--- src/hw/rtl/dda_pkg.sv ---
// Shared types and constants of the DDA line rasterizer.
// Holds the controller/datapath command and status structs, the clip window
// struct and the register map. No dependencies.
package dda_pkg;

  localparam int COORD_W = 16;
  localparam int MAXY_W  = 15;
  localparam int ADDR_W  = 4;
  localparam int DATA_W  = 32;

  localparam logic [1:0] REG_CLIP_MIN_X = 2'd0;
  localparam logic [1:0] REG_CLIP_MAX_X = 2'd1;
  localparam logic [1:0] REG_CLIP_MAX_Y = 2'd2;

  localparam logic signed [COORD_W-1:0] CLIP_MIN_X_RST = 16'sd0;
  localparam logic signed [COORD_W-1:0] CLIP_MAX_X_RST = 16'sd1919;
  localparam logic [MAXY_W-1:0]         CLIP_MAX_Y_RST = 15'd1079;

  typedef struct packed {
    logic signed [COORD_W-1:0] min_x;
    logic signed [COORD_W-1:0] max_x;
    logic [MAXY_W-1:0]         max_y;
  } dda_clip_t;

  typedef struct packed {
    logic capture;
    logic delta;
    logic span;
    logic div_init;
    logic div_step;
    logic step_load;
    logic emit;
    logic reject;
  } dda_cmd_t;

  typedef struct packed {
    logic reject;
    logic zero_len;
    logic div_last;
    logic last_point;
    logic out_free;
  } dda_status_t;

endpackage

--- src/hw/rtl/dda_cfg_regs.sv ---
// Clip window registers of the DDA line rasterizer behind an APB-style port.
// Depends on dda_pkg for the register map, reset values and clip struct.
module dda_cfg_regs (
  input  logic                        clk,
  input  logic                        rst,
  input  logic                        psel,
  input  logic                        penable,
  input  logic                        pwrite,
  input  logic [dda_pkg::ADDR_W-1:0]  paddr,
  input  logic [dda_pkg::DATA_W-1:0]  pwdata,
  output logic [dda_pkg::DATA_W-1:0]  prdata,
  output logic                        pready,
  output dda_pkg::dda_clip_t          clip
);
  import dda_pkg::*;

  logic       wr_en;
  logic [1:0] reg_idx;

  assign pready  = 1'b1;
  assign wr_en   = psel && penable && pwrite;
  assign reg_idx = paddr[3:2];

  always_ff @(posedge clk) begin
    if (rst) begin
      clip.min_x <= CLIP_MIN_X_RST;
      clip.max_x <= CLIP_MAX_X_RST;
      clip.max_y <= CLIP_MAX_Y_RST;
    end else if (wr_en) begin
      case (reg_idx)
        REG_CLIP_MIN_X: clip.min_x <= pwdata[COORD_W-1:0];
        REG_CLIP_MAX_X: clip.max_x <= pwdata[COORD_W-1:0];
        REG_CLIP_MAX_Y: clip.max_y <= pwdata[MAXY_W-1:0];
        default: ;
      endcase
    end
  end

  // Signed registers read back sign-extended.
  always_comb begin
    case (reg_idx)
      REG_CLIP_MIN_X: prdata = {{(DATA_W-COORD_W){clip.min_x[COORD_W-1]}}, clip.min_x};
      REG_CLIP_MAX_X: prdata = {{(DATA_W-COORD_W){clip.max_x[COORD_W-1]}}, clip.max_x};
      REG_CLIP_MAX_Y: prdata = {{(DATA_W-MAXY_W){1'b0}}, clip.max_y};
      default:        prdata = '0;
    endcase
  end

endmodule

--- src/hw/rtl/dda_ctrl.sv ---
// Sequencing state machine of the DDA line rasterizer.
// Depends on dda_pkg for the command and status structs.
module dda_ctrl (
  input  logic                 clk,
  input  logic                 rst,
  input  logic                 in_valid,
  output logic                 in_stall,
  input  dda_pkg::dda_status_t status,
  output dda_pkg::dda_cmd_t    cmd
);
  import dda_pkg::*;

  localparam logic [2:0] S_IDLE  = 3'd0;
  localparam logic [2:0] S_DELTA = 3'd1;
  localparam logic [2:0] S_SPAN  = 3'd2;
  localparam logic [2:0] S_CHECK = 3'd3;
  localparam logic [2:0] S_REJ   = 3'd4;
  localparam logic [2:0] S_DIV   = 3'd5;
  localparam logic [2:0] S_STEP  = 3'd6;
  localparam logic [2:0] S_EMIT  = 3'd7;

  logic [2:0] state;
  logic [2:0] state_next;

  assign in_stall = (state != S_IDLE);

  always_comb begin
    state_next = state;
    cmd        = '0;
    case (state)
      S_IDLE: begin
        if (in_valid) begin
          cmd.capture = 1'b1;
          state_next  = S_DELTA;
        end
      end
      S_DELTA: begin
        cmd.delta  = 1'b1;
        state_next = S_SPAN;
      end
      S_SPAN: begin
        cmd.span   = 1'b1;
        state_next = S_CHECK;
      end
      S_CHECK: begin
        if (status.reject) begin
          state_next = S_REJ;
        end else if (status.zero_len) begin
          state_next = S_STEP;
        end else begin
          cmd.div_init = 1'b1;
          state_next   = S_DIV;
        end
      end
      S_REJ: begin
        if (status.out_free) begin
          cmd.reject = 1'b1;
          state_next = S_IDLE;
        end
      end
      S_DIV: begin
        cmd.div_step = 1'b1;
        if (status.div_last) begin
          state_next = S_STEP;
        end
      end
      S_STEP: begin
        cmd.step_load = 1'b1;
        state_next    = S_EMIT;
      end
      S_EMIT: begin
        if (status.out_free) begin
          cmd.emit = 1'b1;
          if (status.last_point) begin
            state_next = S_IDLE;
          end
        end
      end
      default: begin
        state_next = S_IDLE;
      end
    endcase
  end

  always_ff @(posedge clk) begin
    if (rst) begin
      state <= S_IDLE;
    end else begin
      state <= state_next;
    end
  end

`ifndef SYNTHESIS
  a_load_needs_room: assert property (@(posedge clk) disable iff (rst)
    (cmd.emit || cmd.reject) |-> status.out_free)
    else $error("output register loaded while a result is still held");

  a_accept_starts_line: assert property (@(posedge clk) disable iff (rst)
    (state == S_IDLE && in_valid) |=> (state == S_DELTA))
    else $error("accepted item did not start the line setup");
`endif

endmodule

--- src/hw/rtl/dda_datapath.sv ---
// Datapath of the DDA line rasterizer: endpoint capture, span check,
// bit-serial step divider, position accumulators and the output register.
// Depends on dda_pkg for the command, status and clip structs.
module dda_datapath #(
  parameter int MAX_SPAN  = 63,
  parameter int FRAC_BITS = 16
) (
  input  logic                                clk,
  input  logic                                rst,
  input  dda_pkg::dda_cmd_t                   cmd,
  output dda_pkg::dda_status_t                status,
  input  dda_pkg::dda_clip_t                  clip,
  input  logic signed [dda_pkg::COORD_W-1:0]  start_x,
  input  logic signed [dda_pkg::COORD_W-1:0]  start_y,
  input  logic signed [dda_pkg::COORD_W-1:0]  end_x,
  input  logic signed [dda_pkg::COORD_W-1:0]  end_y,
  input  logic                                thick,
  output logic                                out_valid,
  input  logic                                out_stall,
  output logic signed [dda_pkg::COORD_W-1:0]  pixel_x,
  output logic signed [dda_pkg::COORD_W-1:0]  pixel_y,
  output logic                                visible,
  output logic                                fat_point,
  output logic                                last,
  output logic                                rejected
);
  import dda_pkg::*;

  localparam int SW     = $clog2(MAX_SPAN + 1);
  localparam int PL_W   = $clog2(MAX_SPAN + 2);
  localparam int CNT_W  = $clog2(FRAC_BITS + 1);
  localparam int POS_W  = COORD_W + 1 + FRAC_BITS;
  localparam int STEP_W = FRAC_BITS + 2;
  localparam int D_W    = COORD_W + 1;
  localparam logic [FRAC_BITS:0] ONE_Q = {1'b1, {FRAC_BITS{1'b0}}};

  // Captured command.
  logic signed [COORD_W-1:0] sx_r, sy_r, ex_r, ey_r;
  logic                      thick_r;
  // Deltas and span.
  logic signed [D_W-1:0]     dx_r, dy_r;
  logic [D_W-1:0]            ax, ay, span;
  logic [SW-1:0]             ax_r, ay_r, n_r;
  logic                      neg_x, neg_y, reject_r, zero_r;
  // Divider.
  logic [SW:0]               rem_x, rem_y, diff_x, diff_y;
  logic                      ge_x, ge_y;
  logic [FRAC_BITS:0]        q_x, q_y;
  logic [CNT_W-1:0]          div_cnt;
  // Stepping.
  logic signed [STEP_W-1:0]  step_x, step_y;
  logic signed [POS_W-1:0]   pos_x, pos_y;
  logic signed [POS_W-1:0]   lo_x, hi_x, hi_y;
  logic [PL_W-1:0]           points_left;
  logic                      fat_mode;
  logic [COORD_W-1:0]        trunc_x, trunc_y;
  logic                      vis;

  assign ax   = dx_r[D_W-1] ? D_W'(-dx_r) : D_W'(dx_r);
  assign ay   = dy_r[D_W-1] ? D_W'(-dy_r) : D_W'(dy_r);
  assign span = (ax >= ay) ? ax : ay;

  assign diff_x = rem_x - {1'b0, n_r};
  assign diff_y = rem_y - {1'b0, n_r};
  assign ge_x   = (rem_x >= {1'b0, n_r});
  assign ge_y   = (rem_y >= {1'b0, n_r});

  // Truncation toward zero: floor, then one up for a negative value with a fraction.
  assign trunc_x = pos_x[FRAC_BITS+COORD_W-1:FRAC_BITS]
                 + COORD_W'(pos_x[POS_W-1] && (|pos_x[FRAC_BITS-1:0]));
  assign trunc_y = pos_y[FRAC_BITS+COORD_W-1:FRAC_BITS]
                 + COORD_W'(pos_y[POS_W-1] && (|pos_y[FRAC_BITS-1:0]));

  assign lo_x = {clip.min_x[COORD_W-1], clip.min_x, {FRAC_BITS{1'b0}}};
  assign hi_x = {clip.max_x[COORD_W-1], clip.max_x, {FRAC_BITS{1'b0}}};
  assign hi_y = {2'b00, clip.max_y, {FRAC_BITS{1'b0}}};
  assign vis  = (pos_x >= lo_x) && (pos_x <= hi_x) && !pos_y[POS_W-1] && (pos_y <= hi_y);

  assign status.reject     = reject_r;
  assign status.zero_len   = zero_r;
  assign status.div_last   = (div_cnt == CNT_W'(FRAC_BITS));
  assign status.last_point = (points_left == PL_W'(1));
  assign status.out_free   = !out_valid || !out_stall;

  always_ff @(posedge clk) begin
    if (cmd.capture) begin
      sx_r    <= start_x;
      sy_r    <= start_y;
      ex_r    <= end_x;
      ey_r    <= end_y;
      thick_r <= thick;
    end
    if (cmd.delta) begin
      dx_r <= {ex_r[COORD_W-1], ex_r} - {sx_r[COORD_W-1], sx_r};
      dy_r <= {ey_r[COORD_W-1], ey_r} - {sy_r[COORD_W-1], sy_r};
    end
    if (cmd.span) begin
      ax_r     <= ax[SW-1:0];
      ay_r     <= ay[SW-1:0];
      n_r      <= span[SW-1:0];
      neg_x    <= dx_r[D_W-1];
      neg_y    <= dy_r[D_W-1];
      reject_r <= (span > D_W'(MAX_SPAN));
      zero_r   <= (span == '0);
      pos_x    <= {sx_r[COORD_W-1], sx_r, {FRAC_BITS{1'b0}}};
      pos_y    <= {sy_r[COORD_W-1], sy_r, {FRAC_BITS{1'b0}}};
      fat_mode <= thick_r;
    end
    // Restoring division, one quotient bit per cycle: the integer bit first,
    // then the fraction bits.
    if (cmd.div_init) begin
      rem_x   <= {1'b0, ax_r};
      rem_y   <= {1'b0, ay_r};
      q_x     <= '0;
      q_y     <= '0;
      div_cnt <= '0;
    end else if (cmd.div_step) begin
      rem_x   <= ge_x ? {diff_x[SW-1:0], 1'b0} : {rem_x[SW-1:0], 1'b0};
      rem_y   <= ge_y ? {diff_y[SW-1:0], 1'b0} : {rem_y[SW-1:0], 1'b0};
      q_x     <= {q_x[FRAC_BITS-1:0], ge_x};
      q_y     <= {q_y[FRAC_BITS-1:0], ge_y};
      div_cnt <= div_cnt + CNT_W'(1);
    end
    if (cmd.step_load) begin
      if (zero_r) begin
        step_x <= '0;
        step_y <= '0;
      end else begin
        step_x <= neg_x ? -$signed({1'b0, q_x}) : $signed({1'b0, q_x});
        step_y <= neg_y ? -$signed({1'b0, q_y}) : $signed({1'b0, q_y});
      end
    end
    if (cmd.emit) begin
      pos_x <= pos_x + {{(POS_W-STEP_W){step_x[STEP_W-1]}}, step_x};
      pos_y <= pos_y + {{(POS_W-STEP_W){step_y[STEP_W-1]}}, step_y};
    end
  end

  always_ff @(posedge clk) begin
    if (rst) begin
      points_left <= '0;
    end else if (cmd.span) begin
      points_left <= span[PL_W-1:0] + PL_W'(1);
    end else if (cmd.emit) begin
      points_left <= points_left - PL_W'(1);
    end
  end

  // Output register.
  always_ff @(posedge clk) begin
    if (rst) begin
      out_valid <= 1'b0;
    end else if (cmd.emit || cmd.reject) begin
      out_valid <= 1'b1;
    end else if (!out_stall) begin
      out_valid <= 1'b0;
    end
  end

  always_ff @(posedge clk) begin
    if (cmd.emit) begin
      pixel_x   <= trunc_x;
      pixel_y   <= trunc_y;
      visible   <= vis;
      fat_point <= fat_mode;
      last      <= (points_left == PL_W'(1));
      rejected  <= 1'b0;
    end else if (cmd.reject) begin
      pixel_x   <= '0;
      pixel_y   <= '0;
      visible   <= 1'b0;
      fat_point <= 1'b0;
      last      <= 1'b1;
      rejected  <= 1'b1;
    end
  end

`ifndef SYNTHESIS
  a_emit_has_points: assert property (@(posedge clk) disable iff (rst)
    cmd.emit |-> (points_left != '0))
    else $error("point emitted with no points left");

  a_step_within_one: assert property (@(posedge clk) disable iff (rst)
    (cmd.step_load && !zero_r) |-> (q_x <= ONE_Q && q_y <= ONE_Q))
    else $error("step magnitude above one pixel");
`endif

endmodule

--- src/hw/rtl/dda_line_rasterizer.sv ---
// Top level of the DDA line rasterizer.
// Depends on dda_pkg, dda_cfg_regs, dda_ctrl and dda_datapath.
//
// Usage: one input item is a line command (start_x, start_y, end_x, end_y,
// thick), taken at a rising edge with in_valid high and in_stall low. The
// span n is the larger absolute delta; the block emits n + 1 point items on
// the output channel, one per cycle while out_stall is low, each with its
// truncated pixel position, a clip visibility flag, the thick flag and a
// last marker. A span above MAX_SPAN gives a single item with rejected and
// last set. The clip window is to be written through the APB-style port only
// while the block is idle, which the block itself does not enforce; pready is
// always high. Sequence: after the accept, setup states form the deltas and
// span and check it, then the bit-serial step divider forms the quotients,
// one quotient bit per cycle with the integer bit first, and a step state
// turns them into signed steps before the points are emitted. A zero-length
// line skips the divider, a rejected line the divider and the stepping. One
// line is worked on at a time; the next command is accepted while the last
// point still waits in the output register. A stall from the receiver holds
// the output register and pauses point emission. Synchronous reset restores
// the clip window to 0..1919 by 0..1079 and empties the output register.
module dda_line_rasterizer #(
  parameter int MAX_SPAN  = 63,
  parameter int FRAC_BITS = 16
) (
  input  logic                                clk,
  input  logic                                rst,
  // Configuration port.
  input  logic                                psel,
  input  logic                                penable,
  input  logic                                pwrite,
  input  logic [dda_pkg::ADDR_W-1:0]          paddr,
  input  logic [dda_pkg::DATA_W-1:0]          pwdata,
  output logic [dda_pkg::DATA_W-1:0]          prdata,
  output logic                                pready,
  // Line command channel.
  input  logic                                in_valid,
  output logic                                in_stall,
  input  logic signed [dda_pkg::COORD_W-1:0]  start_x,
  input  logic signed [dda_pkg::COORD_W-1:0]  start_y,
  input  logic signed [dda_pkg::COORD_W-1:0]  end_x,
  input  logic signed [dda_pkg::COORD_W-1:0]  end_y,
  input  logic                                thick,
  // Point channel.
  output logic                                out_valid,
  input  logic                                out_stall,
  output logic signed [dda_pkg::COORD_W-1:0]  pixel_x,
  output logic signed [dda_pkg::COORD_W-1:0]  pixel_y,
  output logic                                visible,
  output logic                                fat_point,
  output logic                                last,
  output logic                                rejected
);
  import dda_pkg::*;

  dda_clip_t   clip;
  dda_cmd_t    cmd;
  dda_status_t status;

  // Clip window registers.
  dda_cfg_regs u_cfg (
    .clk     (clk),
    .rst     (rst),
    .psel    (psel),
    .penable (penable),
    .pwrite  (pwrite),
    .paddr   (paddr),
    .pwdata  (pwdata),
    .prdata  (prdata),
    .pready  (pready),
    .clip    (clip)
  );

  // Sequencer: accepts a command, walks setup, division and emission.
  dda_ctrl u_ctrl (
    .clk      (clk),
    .rst      (rst),
    .in_valid (in_valid),
    .in_stall (in_stall),
    .status   (status),
    .cmd      (cmd)
  );

  // Arithmetic and the output register.
  dda_datapath #(
    .MAX_SPAN  (MAX_SPAN),
    .FRAC_BITS (FRAC_BITS)
  ) u_dp (
    .clk       (clk),
    .rst       (rst),
    .cmd       (cmd),
    .status    (status),
    .clip      (clip),
    .start_x   (start_x),
    .start_y   (start_y),
    .end_x     (end_x),
    .end_y     (end_y),
    .thick     (thick),
    .out_valid (out_valid),
    .out_stall (out_stall),
    .pixel_x   (pixel_x),
    .pixel_y   (pixel_y),
    .visible   (visible),
    .fat_point (fat_point),
    .last      (last),
    .rejected  (rejected)
  );

endmodule

--- config.mk ---
export PLATFORM = sky130hd
export DESIGN_NAME = dda_line_rasterizer
export DESIGN_NICKNAME = d
export VERILOG_FILES = /design/src/hw/rtl/dda_pkg.sv /design/src/hw/rtl/dda_cfg_regs.sv /design/src/hw/rtl/dda_ctrl.sv /design/src/hw/rtl/dda_datapath.sv /design/src/hw/rtl/dda_line_rasterizer.sv
export SDC_FILE = /design/constraint.sdc
export NUM_CORES = 1
export LEC_CHECK = 0
export BUFFER_PORTS_ARGS = -buffer_cell sky130_fd_sc_hd__buf_4
export CORE_ASPECT_RATIO = 0.6
export CORE_MARGIN = 2
export CORE_UTILIZATION = 55
export CTS_CLUSTER_SIZE = 40
export DETAILED_ROUTE_END_ITERATION = 6
export GPL_ROUTABILITY_DRIVEN = 0
export PLACE_DENSITY = 0.79
export SYNTH_ARGS = -nofsm -noshare
export SYNTH_HDL_FRONTEND = slang
export SYNTH_SLANG_ARGS = --single-unit
--- constraint.sdc ---
create_clock -name clk -period 4.3 [get_ports clk]
set_input_delay 0.645 -clock clk [delete_from_list [all_inputs] [get_ports clk]]
set_output_delay 0.645 -clock clk [all_outputs]
set_load 0.01 [all_outputs]
* After elaboration in Yosys (flattened, before gate mapping)
Cells that the tools add are included.
** Word-level totals
- Bits in registers :: 371
- Bits of input ports :: 108
- Output and inout bits :: 71
- Word-level logic and storage cells :: 156
** Operators by class
- $add $sub $neg :: 15
- Magnitude comparators :: 7
- Eq/ne operators :: 17
- Mux-type cells :: 48
- Bitwise operators :: 2
- Reduce and logical (&&, ||, !) cells :: 27
** Operators with widths (number)
- 33-bit two-way mux :: 4
- 32-bit one-hot mux with 3 select lines :: 1
- 17-bit two-way mux :: 5
- 33-bit adder :: 2
- 33-bit by 32-bit <= comparator with 1-bit output :: 2
- 16-bit two-way mux :: 3
- 17-bit negation with 18-bit output :: 2
- 17-bit negation :: 2
- 16-bit by 16-bit subtractor with 17-bit output :: 2
- 33-bit by 32-bit >= comparator with 1-bit output :: 1
- 16-bit by 1-bit adder with 16-bit output :: 2
- 16-bit OR reduction :: 2
- 7-bit two-way mux :: 4
- 6-bit two-way mux :: 4
- 3-bit one-hot mux with 8 select lines :: 1
- 1-bit two-way mux :: 19
- 17-bit >= comparator :: 1
- 17-bit by 6-bit > comparator with 1-bit output, second input constant :: 1
- 17-bit zero test :: 1
- 3-bit two-way mux :: 5
- 7-bit by 6-bit >= comparator with 1-bit output :: 2
- 3-bit == test, second input constant :: 4
- 6-bit subtractor :: 2
- 2-bit inequality test, second input constant :: 5
- 22 further kinds :: 39

* Depth between registers and ports, before layout
Gate-level depths: netlist of the first run.
- Depth after elaboration :: 6
- Gate-level depth with buffers :: 21
- Mapped depth without buffers :: 20

* Modules after synthesis
A second synthesis of the first run with hierarchy kept.
** Unflattened totals
- Cell total of the unflattened synthesis :: 2269
- Area total of the unflattened synthesis :: 22824.4 um^2
** By module, submodules not included
- dda_datapath :: times used 1, cells each 1970, area each 20123.0 um^2, sequential area each 9138.8 um^2
- dda_cfg_regs :: times used 1, cells each 257, area each 2394.8 um^2, sequential area each 940.9 um^2
- dda_ctrl :: times used 1, cells each 42, area each 306.5 um^2, sequential area each 60.1 um^2

* Worst setup path before layout of the first run
OpenSTA, ideal clock, no wires.
- Path type :: reg-to-reg
- Start point :: register u_dp.dy_r[5]
- End point :: register u_dp.points_left[6]
- Library setup time :: 0.086 ns
- Data arrival time :: 4.413 ns
- Data required time :: 4.214 ns
- Setup slack :: -0.198 ns
- Stages on the path, launching flop included :: 20
- Buffers on the path :: 1
- Clock period less this slack :: 4.498 ns
- Path through :: edfxtp_1 -> or4_1 -> nor4b_1 -> nand2b_1 -> o21ai_0 -> xor2_1 -> ha_1 -> a21o_1 -> a211oi_1 -> nand2_1 -> o21ai_0 -> clkbuf_1 -> nand2_1 -> o21ai_0 -> ha_1 -> nand3_1 -> nor2_1 -> xor2_1 -> mux2i_1 -> a211oi_1
** On the way
- Cells in the longest elaborated chain, start to end :: 6
** Ends and longest elaborated chain
- start: declaration :: line dda_datapath.sv:41 : logic signed [D_W-1:0] dx_r, dy_r;
- start signal: assignment :: line dda_datapath.sv:95 : dy_r <= {ey_r[COORD_W-1], ey_r} - {sy_r[COORD_W-1], sy_r};
- 17-bit negation :: line dda_datapath.sv:60 : assign ay = dy_r[D_W-1] ? D_W'(-dy_r) : D_W'(dy_r);
- 17-bit two-way mux * :: line dda_datapath.sv:60
- 17-bit >= comparator * :: line dda_datapath.sv:61 : assign span = (ax >= ay) ? ax : ay;
- 17-bit two-way mux * :: line dda_datapath.sv:61
- named net u_dp.span[0] :: line dda_datapath.sv:42 : logic [D_W-1:0] ax, ay, span;
- 7-bit by 1-bit adder with 7-bit output * :: line dda_datapath.sv:143 : points_left <= span[PL_W-1:0] + PL_W'(1);
- 7-bit two-way mux * :: line dda_datapath.sv:142 : end else if (cmd.span) begin
- end signal: assignment :: line dda_datapath.sv:143
- end signal: assignment :: line dda_datapath.sv:145 : points_left <= points_left - PL_W'(1);
- end: declaration :: line dda_datapath.sv:54 : logic [PL_W-1:0] points_left;
Mark *: on every way through the listed nets, which the timed path passes. The rest lies on a longest branch.
A chain may end at the register's enable or synchronous reset.

* Final worst setup path of the first run
- Start point :: register u_dp.dy_r[0]
- End point :: register u_dp.points_left[4]
** On the way
- Cells in the longest elaborated chain, start to end :: 6
** Ends and longest elaborated chain (line)
- 17-bit negation :: dda_datapath.sv:60
- 17-bit two-way mux * :: dda_datapath.sv:60
- 17-bit >= comparator :: dda_datapath.sv:61
- 17-bit two-way mux * :: dda_datapath.sv:61
- named net u_dp.span[0] :: dda_datapath.sv:42
- 7-bit by 1-bit adder with 7-bit output * :: dda_datapath.sv:143
- 7-bit two-way mux * :: dda_datapath.sv:142
Marks and branches as above.

==> run summary, run 1 <==
• status: completed
• Pwr per Cell Area: 530.8 mW/mm^2
• Net Count, Synth: 2615
• final wirelength: 57550 microns
• sequential element share of the synthesized area: 45.61%
• overall overflow remaining after global route: 0
• CTS H-Tree Depth: 2
• port bufs: 159
• Worst Hold Class: in2reg
• ratio of routed vias to standard cells: 5.993
• data required time of the worst path: 4.74 ns
• die height: 159.7 microns
• number of nets with antenna violations after detailed routing: 0
• number of standard cells in the layout, taps in and fillers out: 3014
• worst setup path category: reg2reg
• number of design rule violations left after detail routing: 0
• final antenna diode count: 0
• number of antenna violations at the first check in global routing: 0
• Min Clock Period, post-route: 4.109 ns
• worst-path maximum fanout: 7
• number of hold-repair buffers added at the cts stage: 0
• endpoint class of the critical path: register
• standard-cell row count: 56
• I/O pin count: 179
• wire length of the first global-routing pass: 90340 microns
• maximum VDD drop: 0.2931 mV
• first drt pass iteration count: 5
• count of mapped cells out of synthesis: 2313
• headroom to the max-slew limit: 28.96%
• endpoints failing hold: 0
• met1 usage: 39.93%
• number of placed instances with taps included: 2942
• reported leakage power: 10.33 nW
• launch point of the worst hold path: end_y[14]
• met3 GRT Util: 5.351%
• async set or reset register ratio after synthesis: 0%
• top cells by area, synth: edfxtp_1 37%, ha_1 11%, dfxtp_1 9.0%
• max-cap violation count: 0
• TritonCTS clock tree: yes
• Max Clock Freq: 0.2434 GHz
• portion of synthesized cell area occupied by the leading cell type: 36.60%
• maximum clock insertion buffer count: 3
• Syn Std Cell Area: 0.02223 sq mm
• number of global-route vias before repair: 16949
• Clk Tree Root Cell: clkbuf_16
• Clk Latency, worst-skew pair: 0.54 ns
• largest net degree at the start of global routing: 59
• final count of pins violating max slew: 0
• slew at the pin with the worst max-slew slack: 1.057 ns
• post-DP HPWL: 43330 microns
• cell type with the largest total area after synthesis: edfxtp_1
• number of DRC markers in iteration 0: 2150
• final core utilization: 64.00%
• post-synthesis register bit count: 371
• fraction of layout cells with a size suffix above 1: 11.92%
• Overall Global Routing Usage: 26.67%
• final setup fails: 0
• die extent in x: 263.6 microns
• Initial Util: 56.36%
• internal reg-to-reg setup slack: 0.19 ns
• total power draw: 0.01340 W
• average wire length per cell after detail routing: 19.09 microns
• number of warnings printed during yosys synthesis: 0
• CTS sink cnt: 371
• register clock-pin slew on the reported worst setup and hold paths: 0.07 ns
• floorplan core area: 0.03945 sq mm
• Net count, final: 2766
• reg2reg path depth: 17
• vias: 18064
• source of the worst register-to-register timing path: u_dp.dy_r[0]
• number of synthesized flops with an enable pin: 271
• dominant register cell in the synthesized netlist: edfxtp_1
• signal arrival time at the worst endpoint: 4.55 ns
• total clock buffers created by CTS: 38
• Worst setup SP type: register
• global-route track usage on met2: 39.61%
• most heavily used metal layer in global routing: met1
• end point of the worst hold path: u_dp.ey_r[14]
• synthesized area divided by synthesized cell count: 9.612 sq um
• Distinct cells, synth: 70
• worst hold path stage count: 1
• Area Overhead vs Synth: 13.56%
• Die Footprint: 0.04210 sq mm
• fraction of the cycle the final worst path needs: 95.56%
• Layout Skew: 0.02067 ns
• critical register-to-register path endpoint: u_dp.points_left[4]
==> area by class of cell <==
cell class              count  area [sq um]
clock buffers              53          1080
clock inverters            15         102.6
fillers                  3070         14200
inverters                 156         585.6
multi-input cells        1698         11190
flip-flops and latches    371         10140
well taps                 522         653.1
repair buffers            199          1494
==> timing repair <==
item	4_1_cts	5_1_grt
endpoints found under the setup margin	2	7
buffers inserted	2	2
endpoints found under the hold margin	0	0
gates resized for setup	1	12
pin swaps	0	5
==> sequential cells by signal, indices dropped and copies added (netlist names), 7 cells and up <==
signal and count:
u_dp.ex_r 16, u_dp.rem_x 7, u_dp.step_y 18, u_dp.dx_r 17, u_dp.ey_r 16, u_dp.rem_y 7, u_dp.q_y 17, u_dp.pos_y 33
u_dp.pos_x 33, u_dp.step_x 18, u_dp.sy_r 16, u_cfg.clip 47, u_dp.pixel_y 16, u_dp.pixel_x 16, u_dp.sx_r 16, u_dp.q_x 17
u_dp.dy_r 17, u_dp.points_left 7
==> logic make-up (layout without fill, tap and decap cells) <==
kind of cell             Yosys count  after routing  synth area share (%)
AND/OR/NAND/NOR                  819            819                 17.28
multiplexers                      24             24                 1.097
XOR/XNOR                         173            173                 6.815
buffers and inverters            244            423                 4.508
flip-flops                       371            371                 45.61
adder cells (fa/ha/maj)          194            194                 11.12
other                              1              1               0.01687
AO/OA/AOI/OAI                    487            487                 13.55
==> cell usage in the layout, fill, tap and decap left out, types with 7 or more instances in the layout <==
master,Yosys,routed
clkbuf_1,64,10
o41ai_1,9,8
or4_1,14,13
and3_1,13,12
o31ai_1,19,19
xnor2_1,79,79
a31oi_1,7,7
clkinv_2,0,8
a211oi_1,18,17
o21ai_0,137,134
a21boi_0,8,8
edfxtp_1,271,271
nor3_1,35,34
xor2_1,94,94
nand2_1,298,297
nor2_1,196,193
buf_4,17,199
and4_1,9,9
o31a_1,8,8
nor2b_1,32,32
mux2i_1,21,21
nand3_1,82,82
dfxtp_1,100,100
inv_1,155,154
a21oi_1,149,147
clkbuf_16,0,40
nand2b_1,30,30
o211ai_1,20,20
o21a_1,24,24
nor4_1,13,12
or2_2,8,8
or3_1,23,22
a21o_1,38,38
nand4_1,23,23
and2_1,16,16
ha_1,188,187
==> per-stage QoR <==
stage	worst slack, ns	cell area [sq um]	TNS, ns	hold slack (ns)
after global routing	-0.06375	25250	-0.1151	0.2518
after CTS	0.03174	25180	0	0.2565
after global placement	0.1510	23980	0	0.4093
after detailed placement	-0.04225	23980	-0.04225	0.4159
final	0.1911	25250	0	0.2732
after floorplan	0.03739	22240	0	0.4003
==> report_power, final <==
group / switching, W / internal [W] / leakage, nW / total [W]
sequential: 0.000548 / 0.00464 / 3.27 / 0.00519
clock: 0.00141 / 0.00182 / 0.587 / 0.00323
combinational: 0.00290 / 0.00209 / 6.47 / 0.00498
==> metal layers <==
layer  vias to the layer above  wire length, microns
met1                      8526                 25570
li1                       8546                     -
met5                         -                     0
met4                         0                  1157
met3                       105                  6142
met2                       887                 24670
==> synthesized netlist by cell type, types with 9 or more instances <==
library cell and instances:
nand2_1 298, edfxtp_1 271, nor2_1 196, ha_1 188
inv_1 155, a21oi_1 149, o21ai_0 137, dfxtp_1 100
xor2_1 94, nand3_1 82, xnor2_1 79, clkbuf_1 64
a21o_1 38, nor3_1 35, nor2b_1 32, nand2b_1 30
o21a_1 24, nand4_1 23, or3_1 23, mux2i_1 21
o211ai_1 20, o31ai_1 19, a211oi_1 18, buf_4 17
and2_1 16, or4_1 14, and3_1 13, nor4_1 13
and4_1 9, o41ai_1 9
==> critical path, cell delays in order (launching register included) <==
cell	delay, ns
edfxtp_1	0.44
or4_1	0.61
nor3_2	0.19
nand2_1	0.15
o41ai_2	0.32
xor2_1	0.25
ha_1	0.29
a211oi_2	0.25
nand2_1	0.10
o21ai_2	0.22
buf_4	0.19
o21ai_0	0.12
ha_2	0.24
nand3_1	0.08
o21ai_0	0.09
o21ai_0	0.17
o2111ai_1	0.16
o31ai_1	0.12
==> how the worst max path moves through the flow <==
stage / depth (start not counted) / startpoint / endpoint / slack (ns)
floorplan: 19 / u_dp.dy_r[5] / u_dp.points_left[6] / 0.04
global placement: 17 / u_dp.dy_r[0] / u_dp.points_left[6] / 0.15
detailed placement: 17 / u_dp.dy_r[0] / u_dp.points_left[6] / -0.04
CTS: 21 / u_dp.dy_r[0] / u_dp.points_left[6] / 0.03
global route: 17 / u_dp.dy_r[0] / u_dp.points_left[4] / -0.06
finish: 17 / u_dp.dy_r[0] / u_dp.points_left[4] / 0.19
Power figures use the tool's default switching activity.
==> run 2: changes to the inputs <==
- CAP_MARGIN: not set -> 20
- CORE_MARGIN: 2 -> not set
- CORE_UTILIZATION: 55 -> 30
- PLACE_DENSITY: 0.79 -> 0.49
==> run 2 against run 1 <==
Effect of this change:
- first-iteration DRC count fell by 35%
- utilization fell by 28 points
- hold slack got worse by 0.027 ns
- worst setup slack improved by 0.056 ns
- sequential power barely moved
- flip-flop and latch count did not move
- clock power rose by 14%
- power rose by 4.6%
- critical path type unchanged
- critical endpoint is now u_dp.points_left[6]
- highest routed layer unchanged
==> run summary, run 2 (synthesis gave the netlist of run 1 again) <==
• worst slack after detailed placement: -0.07734 ns
• worst setup path category: reg2reg
• switching portion of total power: 36.08%
• reported leakage power: 10.46 nW
• port bufs: 159
• final wirelength: 63640 microns
• Clk Latency, worst-skew pair: 0.57 ns
• overall overflow remaining after global route: 0
• final core utilization: 36.00%
• worst path setup slack after routing: 0.2473 ns
• data required time of the worst path: 4.77 ns
• fraction of the cycle the final worst path needs: 94.25%
• status: completed
• fraction of layout cells with a size suffix above 1: 12.61%
• Gate power share: 36.9%
• number of DRC markers in iteration 0: 1390
• wire length of the first global-routing pass: 96970 microns
• flip-flop count of the largest register, all copies and words added: 47
• maximum VDD drop: 0.3174 mV
• signal arrival time at the worst endpoint: 4.52 ns
• Die Footprint: 0.07524 sq mm
• Min Clock Period, post-route: 4.053 ns
• largest net degree at the start of global routing: 67
• total clock buffers created by CTS: 40
• Net count, final: 2775
• register clock-pin slew on the reported worst setup and hold paths: 0.07 ns
• ratio of routed vias to standard cells: 5.015
• I/O pin count: 179
• Initial Util: 30.64%
• final setup fails: 0
• max-cap violation count: 0
• CTS sink cnt: 371
• maximum clock insertion buffer count: 3
• Pwr per Cell Area: 536.7 mW/mm^2
• headroom to the max-slew limit: 30.09%
• post-DP HPWL: 48760 microns
• average wire length per cell after detail routing: 18.28 microns
• NetSw: 0.005058 W
• worst-path maximum fanout: 4
• Area Overhead vs Synth: 17.50%
• most common library cell in the layout ignoring fill and taps: nand2_1
• first drt pass iteration count: 5
• Worst Hold Class: in2reg
• largest stage delay on the critical path: 0.60 ns
• final total negative setup slack: 0 ns
• Slowest cell on crit path: or4_4
• standard-cell row count: 76
• final count of pins violating max slew: 0
• cell area reported after detailed placement: 0.02461 sq mm
• total power draw: 0.01402 W
• most frequent cells in the layout: 298 x nand2_1, 271 x edfxtp_1, 203 x buf_4
• number of nets with antenna violations after detailed routing: 0
• register bank with the most flops: u_cfg.clip
• CTS H-Tree Depth: 2
• relative contribution of the clock network to total power: 26.3%
• Worst setup SP type: register
• Crit path buffers/inverters: 0
• number of antenna violations at the first check in global routing: 3
• slew at the pin with the worst max-slew slack: 1.045 ns
• Layout Skew: 0.02788 ns
• Flop pwr share: 36.8%
• post-route cell area: 0.02612 sq mm
• endpoints failing hold: 0
• registers with the most flip-flops: u_cfg.clip x47, u_dp.pos_x x33, u_dp.pos_y x33
• die extent in x: 353.4 microns
• Clk Tree Root Cell: clkbuf_16
• series of cell instances along the critical path: or4_4 -> nor4b_4 -> nand2b_1 -> o21ai_2 -> xor2_1 -> ha_1 -> a21o_1 -> a211oi_2 -> nand2_1 -> o21ai_4 -> nor2_2 -> a21oi_2 -> ha_2 -> nand3_2 -> nor2_2 -> xor2_1 -> mux2i_1 -> a211oi_1
• endpoint class of the critical path: register
• cell-internal power: 0.008961 W
• number of global-route vias before repair: 16555
• vias: 17457
• family with the most delay on the worst path: simple AND/OR/NAND/NOR gates
• filler cell count in the final layout: 7282
• Overall Global Routing Usage: 16.67%
• Max Clock Freq: 0.2467 GHz
• floorplan core area: 0.07255 sq mm
• number of design rule violations left after detail routing: 0
• TritonCTS clock tree: yes
• die height: 212.9 microns
==> run 2: cell types whose count changed in the layout (fill, tap and decap cells not counted), sizes merged <==
cell	delta
buf	+7
bufinv	+4
clkinv	+2
clkbuf	+1
diode	+1
inv	-1
==> run 2: area by class of cell <==
cell class	count	area, sq um	share of cell area (%)
antenna	1	2.502	0.009579
tap	975	1220	4.670
clock buffer	54	1127	4.316
clock inverter	20	245.2	0.9388
multi-input combinational	1698	11220	42.94
timing repair buffer	206	1587	6.073
sequential	371	10140	38.82
inverter	156	585.6	2.242
==> run 2: routing by layer <==
| metal | wire length (microns) | share of wire (%) | track usage (%) |
|---|---|---|---|
| met5 | 0 | 0 | 0 |
| met1 | 33560 | 53 | 26.02 |
| met4 | 893 | 1.4 | 3.254 |
| met2 | 24850 | 39 | 23.12 |
| met3 | 4341 | 6.8 | 3.564 |
==> run 2: what timing repair did <==
action,in CTS,in global routing
resized for setup,4,15
pin swaps,0,12
setup endpoints to repair,2,6
buffers inserted,0,4
hold buffers,0,0
==> run 2: stage by stage <==
step	std cells	hold WS, ns
after floorplan	2313	0.4003
final	3481	0.2461
after global routing	3481	0.2214
after detailed placement	3400	0.4114
after global placement	3400	0.4086
after CTS	3474	0.2159
==> run 2: path summary, 6_finish.rpt <==
check	from	cells after the start	to	slack, ns
setup / recovery	u_dp.dy_r[7]	18	u_dp.points_left[6]	0.25
hold / removal	start_x[13]	1	u_dp.sx_r[13]	0.25
setup reg to reg	u_dp.dy_r[7]	18	u_dp.points_left[6]	0.25
hold reg to reg	u_dp.thick_r	0	u_dp.fat_mode	0.43
==> run 2: power by group through the flow <==
stage / combinational [W] / sequential (W) / clock [W]
finish: 0.00517 / 0.00516 / 0.00368
global route: 0.00578 / 0.00523 / 0.00393
CTS: 0.00500 / 0.00516 / 0.00378
detailed placement: 0.00494 / 0.00523 / 0
global placement: 0.00487 / 0.00522 / 0
floorplan: 0.00349 / 0.00502 / 0
==> run 3: changes to the inputs <==
- PLACE_DENSITY: 0.49 -> 0.48
- clock period: 4.3 -> 5.1 ns (I/O delays scaled with it)
==> run 3 against run 2 <==
Effect of this change:
- final cell count down 0.86%
- utilization down 0.44 points
- clock skew down 0.0027 ns
- hold slack better by 0.12 ns
- non-clock buffer count down 27
- final area down 1.2%
- via count down 0.84%
- register-to-register slack better by 0.19 ns
- critical path type unchanged
==> run summary, run 3 (synthesis gave the netlist of run 1 again) <==
• status: completed
• number of design rule violations left after detail routing: 0
• critical path launch point: u_dp.dy_r[4]
• Area Overhead vs Synth: 16.07%
• Pwr per Cell Area: 447.7 mW/mm^2
• signal arrival time at the worst endpoint: 5.13 ns
• port bufs: 159
• source of the worst register-to-register timing path: u_dp.dy_r[4]
• reported leakage power: 10.30 nW
• largest net degree at the start of global routing: 67
• I/O pin count: 179
• number of standard cells in the layout, taps in and fillers out: 3451
• multi-input gate area in the final layout: 0.01115 sq mm
• post-DP HPWL: 48870 microns
• worst setup path category: reg2reg
• Worst Hold Class: in2reg
• Worst setup SP type: register
• endpoints failing hold: 0
• most frequent cells in the layout: 298 x nand2_1, 271 x edfxtp_1, 193 x nor2_1
• worst-path maximum fanout: 21
• final antenna diode count: 0
• final core utilization: 35.57%
• standard-cell row count: 76
• Overall Global Routing Usage: 16.96%
• Initial Util: 30.64%
• critical register-to-register path endpoint: u_dp.points_left[6]
• number of antenna violations at the first check in global routing: 0
• TritonCTS clock tree: yes
• post-route cell area: 0.02581 sq mm
• CTS H-Tree Depth: 2
• data required time of the worst path: 5.57 ns
• filler cell count in the final layout: 7319
• maximum clock insertion buffer count: 3
• Clk Latency, worst-skew pair: 0.57 ns
• vias: 17310
• reg2reg path depth: 20
• most common library cell in the layout ignoring fill and taps: nand2_1
• average wire length per cell after detail routing: 18.70 microns
• headroom to the max-slew limit: 24.94%
• floorplan core area: 0.07255 sq mm
• number of DRC markers in iteration 0: 1420
• max-cap violation count: 0
• endpoint class of the critical path: register
• Die Footprint: 0.07524 sq mm
• die extent in x: 353.4 microns
• cell area reported after detailed placement: 0.02442 sq mm
• Layout Skew: 0.02518 ns
• flip-flop count of the largest register, all copies and words added: 47
• total clock buffers created by CTS: 39
• maximum VDD drop: 0.2208 mV
• number of hold-repair buffers added at the cts stage: 0
• Min Clock Period, post-route: 4.658 ns
• fraction of the cycle the final worst path needs: 91.33%
• fraction of layout cells with a size suffix above 1: 11.19%
• final wirelength: 64530 microns
• final setup fails: 0
• ratio of routed vias to standard cells: 5.016
• register area: 0.01014 sq mm
• end point of the critical path: u_dp.points_left[6]
• first drt pass iteration count: 5
• number of global-route vias before repair: 16266
• Max Clock Freq: 0.2147 GHz
• CTS sink cnt: 371
• register clock-pin slew on the reported worst setup and hold paths: 0.07 ns
• number of placed instances with taps included: 3376
• Net count, final: 2747
• final count of pins violating max slew: 0
• die height: 212.9 microns
• RSZ-0062 raised after global routing: no
• final total negative setup slack: 0 ns
• number of nets with antenna violations after detailed routing: 0
• internal reg-to-reg setup slack: 0.44 ns
• overall overflow remaining after global route: 0
• register bank with the most flops: u_cfg.clip
• registers with the most flip-flops: u_cfg.clip x47, u_dp.pos_x x33, u_dp.pos_y x33
• total power draw: 0.01155 W
• Clk Tree Root Cell: clkbuf_16
• slew at the pin with the worst max-slew slack: 1.117 ns
• wire length of the first global-routing pass: 98330 microns
==> run 3: cell types whose count changed in the layout (fill, tap and decap cells not counted), sizes merged <==
cell | before | now
buf | 206 | 179
bufinv | 5 | 3
clkbuf | 54 | 56
clkinv | 15 | 12
clkinvlp | 0 | 1
diode | 1 | 0
==> run 3: report_power, final <==
part	total [W]	leakage (nW)	internal (W)	switching [W]
clock	0.00306	0.656	0.00175	0.00131
combinational	0.00410	6.37	0.00163	0.00247
sequential	0.00439	3.27	0.00392	0.000480
total	0.0116	10.3	0.00730	0.00425
==> run 3: layout make-up <==
cell class                      count  area share (%)
Clock inverter                     16          0.6691
Timing Repair Buffer              179           5.319
Clock buffer                       56           4.509
Inverter                          156           2.269
Sequential cell                   371           39.29
Tap cell                          975           4.727
Multi-Input combinational cell   1698           43.21
==> run 3: worst min-delay path by stage <==
stage	end	from	cells after the start	slack, ns
after floorplan	u_dp.fat_mode	u_dp.thick_r	0	0.40
after global placement	u_dp.fat_mode	u_dp.thick_r	0	0.41
after detailed placement	u_dp.fat_mode	u_dp.thick_r	0	0.41
after CTS	u_dp.sx_r[0]	start_x[0]	1	0.34
after global routing	u_dp.sx_r[0]	start_x[0]	1	0.34
final	u_dp.sx_r[0]	start_x[0]	1	0.37
==> run 3: metrics by stage <==
step,setup WS (ns),hold slack (ns)
detailed placement,0.4113,0.4093
finish,0.4419,0.3667
floorplan,0.6018,0.4003
CTS,0.3754,0.3380
global placement,0.4603,0.4127
global route,0.008656,0.3408
==> run 3: timing repair <==
action	in CTS	in global routing
buffers inserted	0	0
resized for setup	0	4
setup endpoints to repair	0	2
==> run 3: metal layers <==
layer	routed length [microns]	track usage (%)
met5	0	0
met4	719	2.642
met3	3246	2.487
met2	24460	22.62
met1	36100	28.12
==> run 3: worst max-delay path, cell delays in order (launching register included) <==
cell and delay (ns):
edfxtp_1 0.46, or4_1 0.61, nor4b_1 0.30, buf_4 0.19
nand2b_1 0.07, o21ai_0 0.21, xor2_1 0.19, ha_1 0.27
a21o_1 0.19, a211oi_2 0.28, nand2_1 0.08, o21ai_1 0.12
buf_4 0.26, nor2_1 0.07, a21oi_1 0.24, ha_2 0.29
nand3_1 0.10, nor2_1 0.12, xor2_1 0.16, mux2i_1 0.12
a211oi_1 0.23
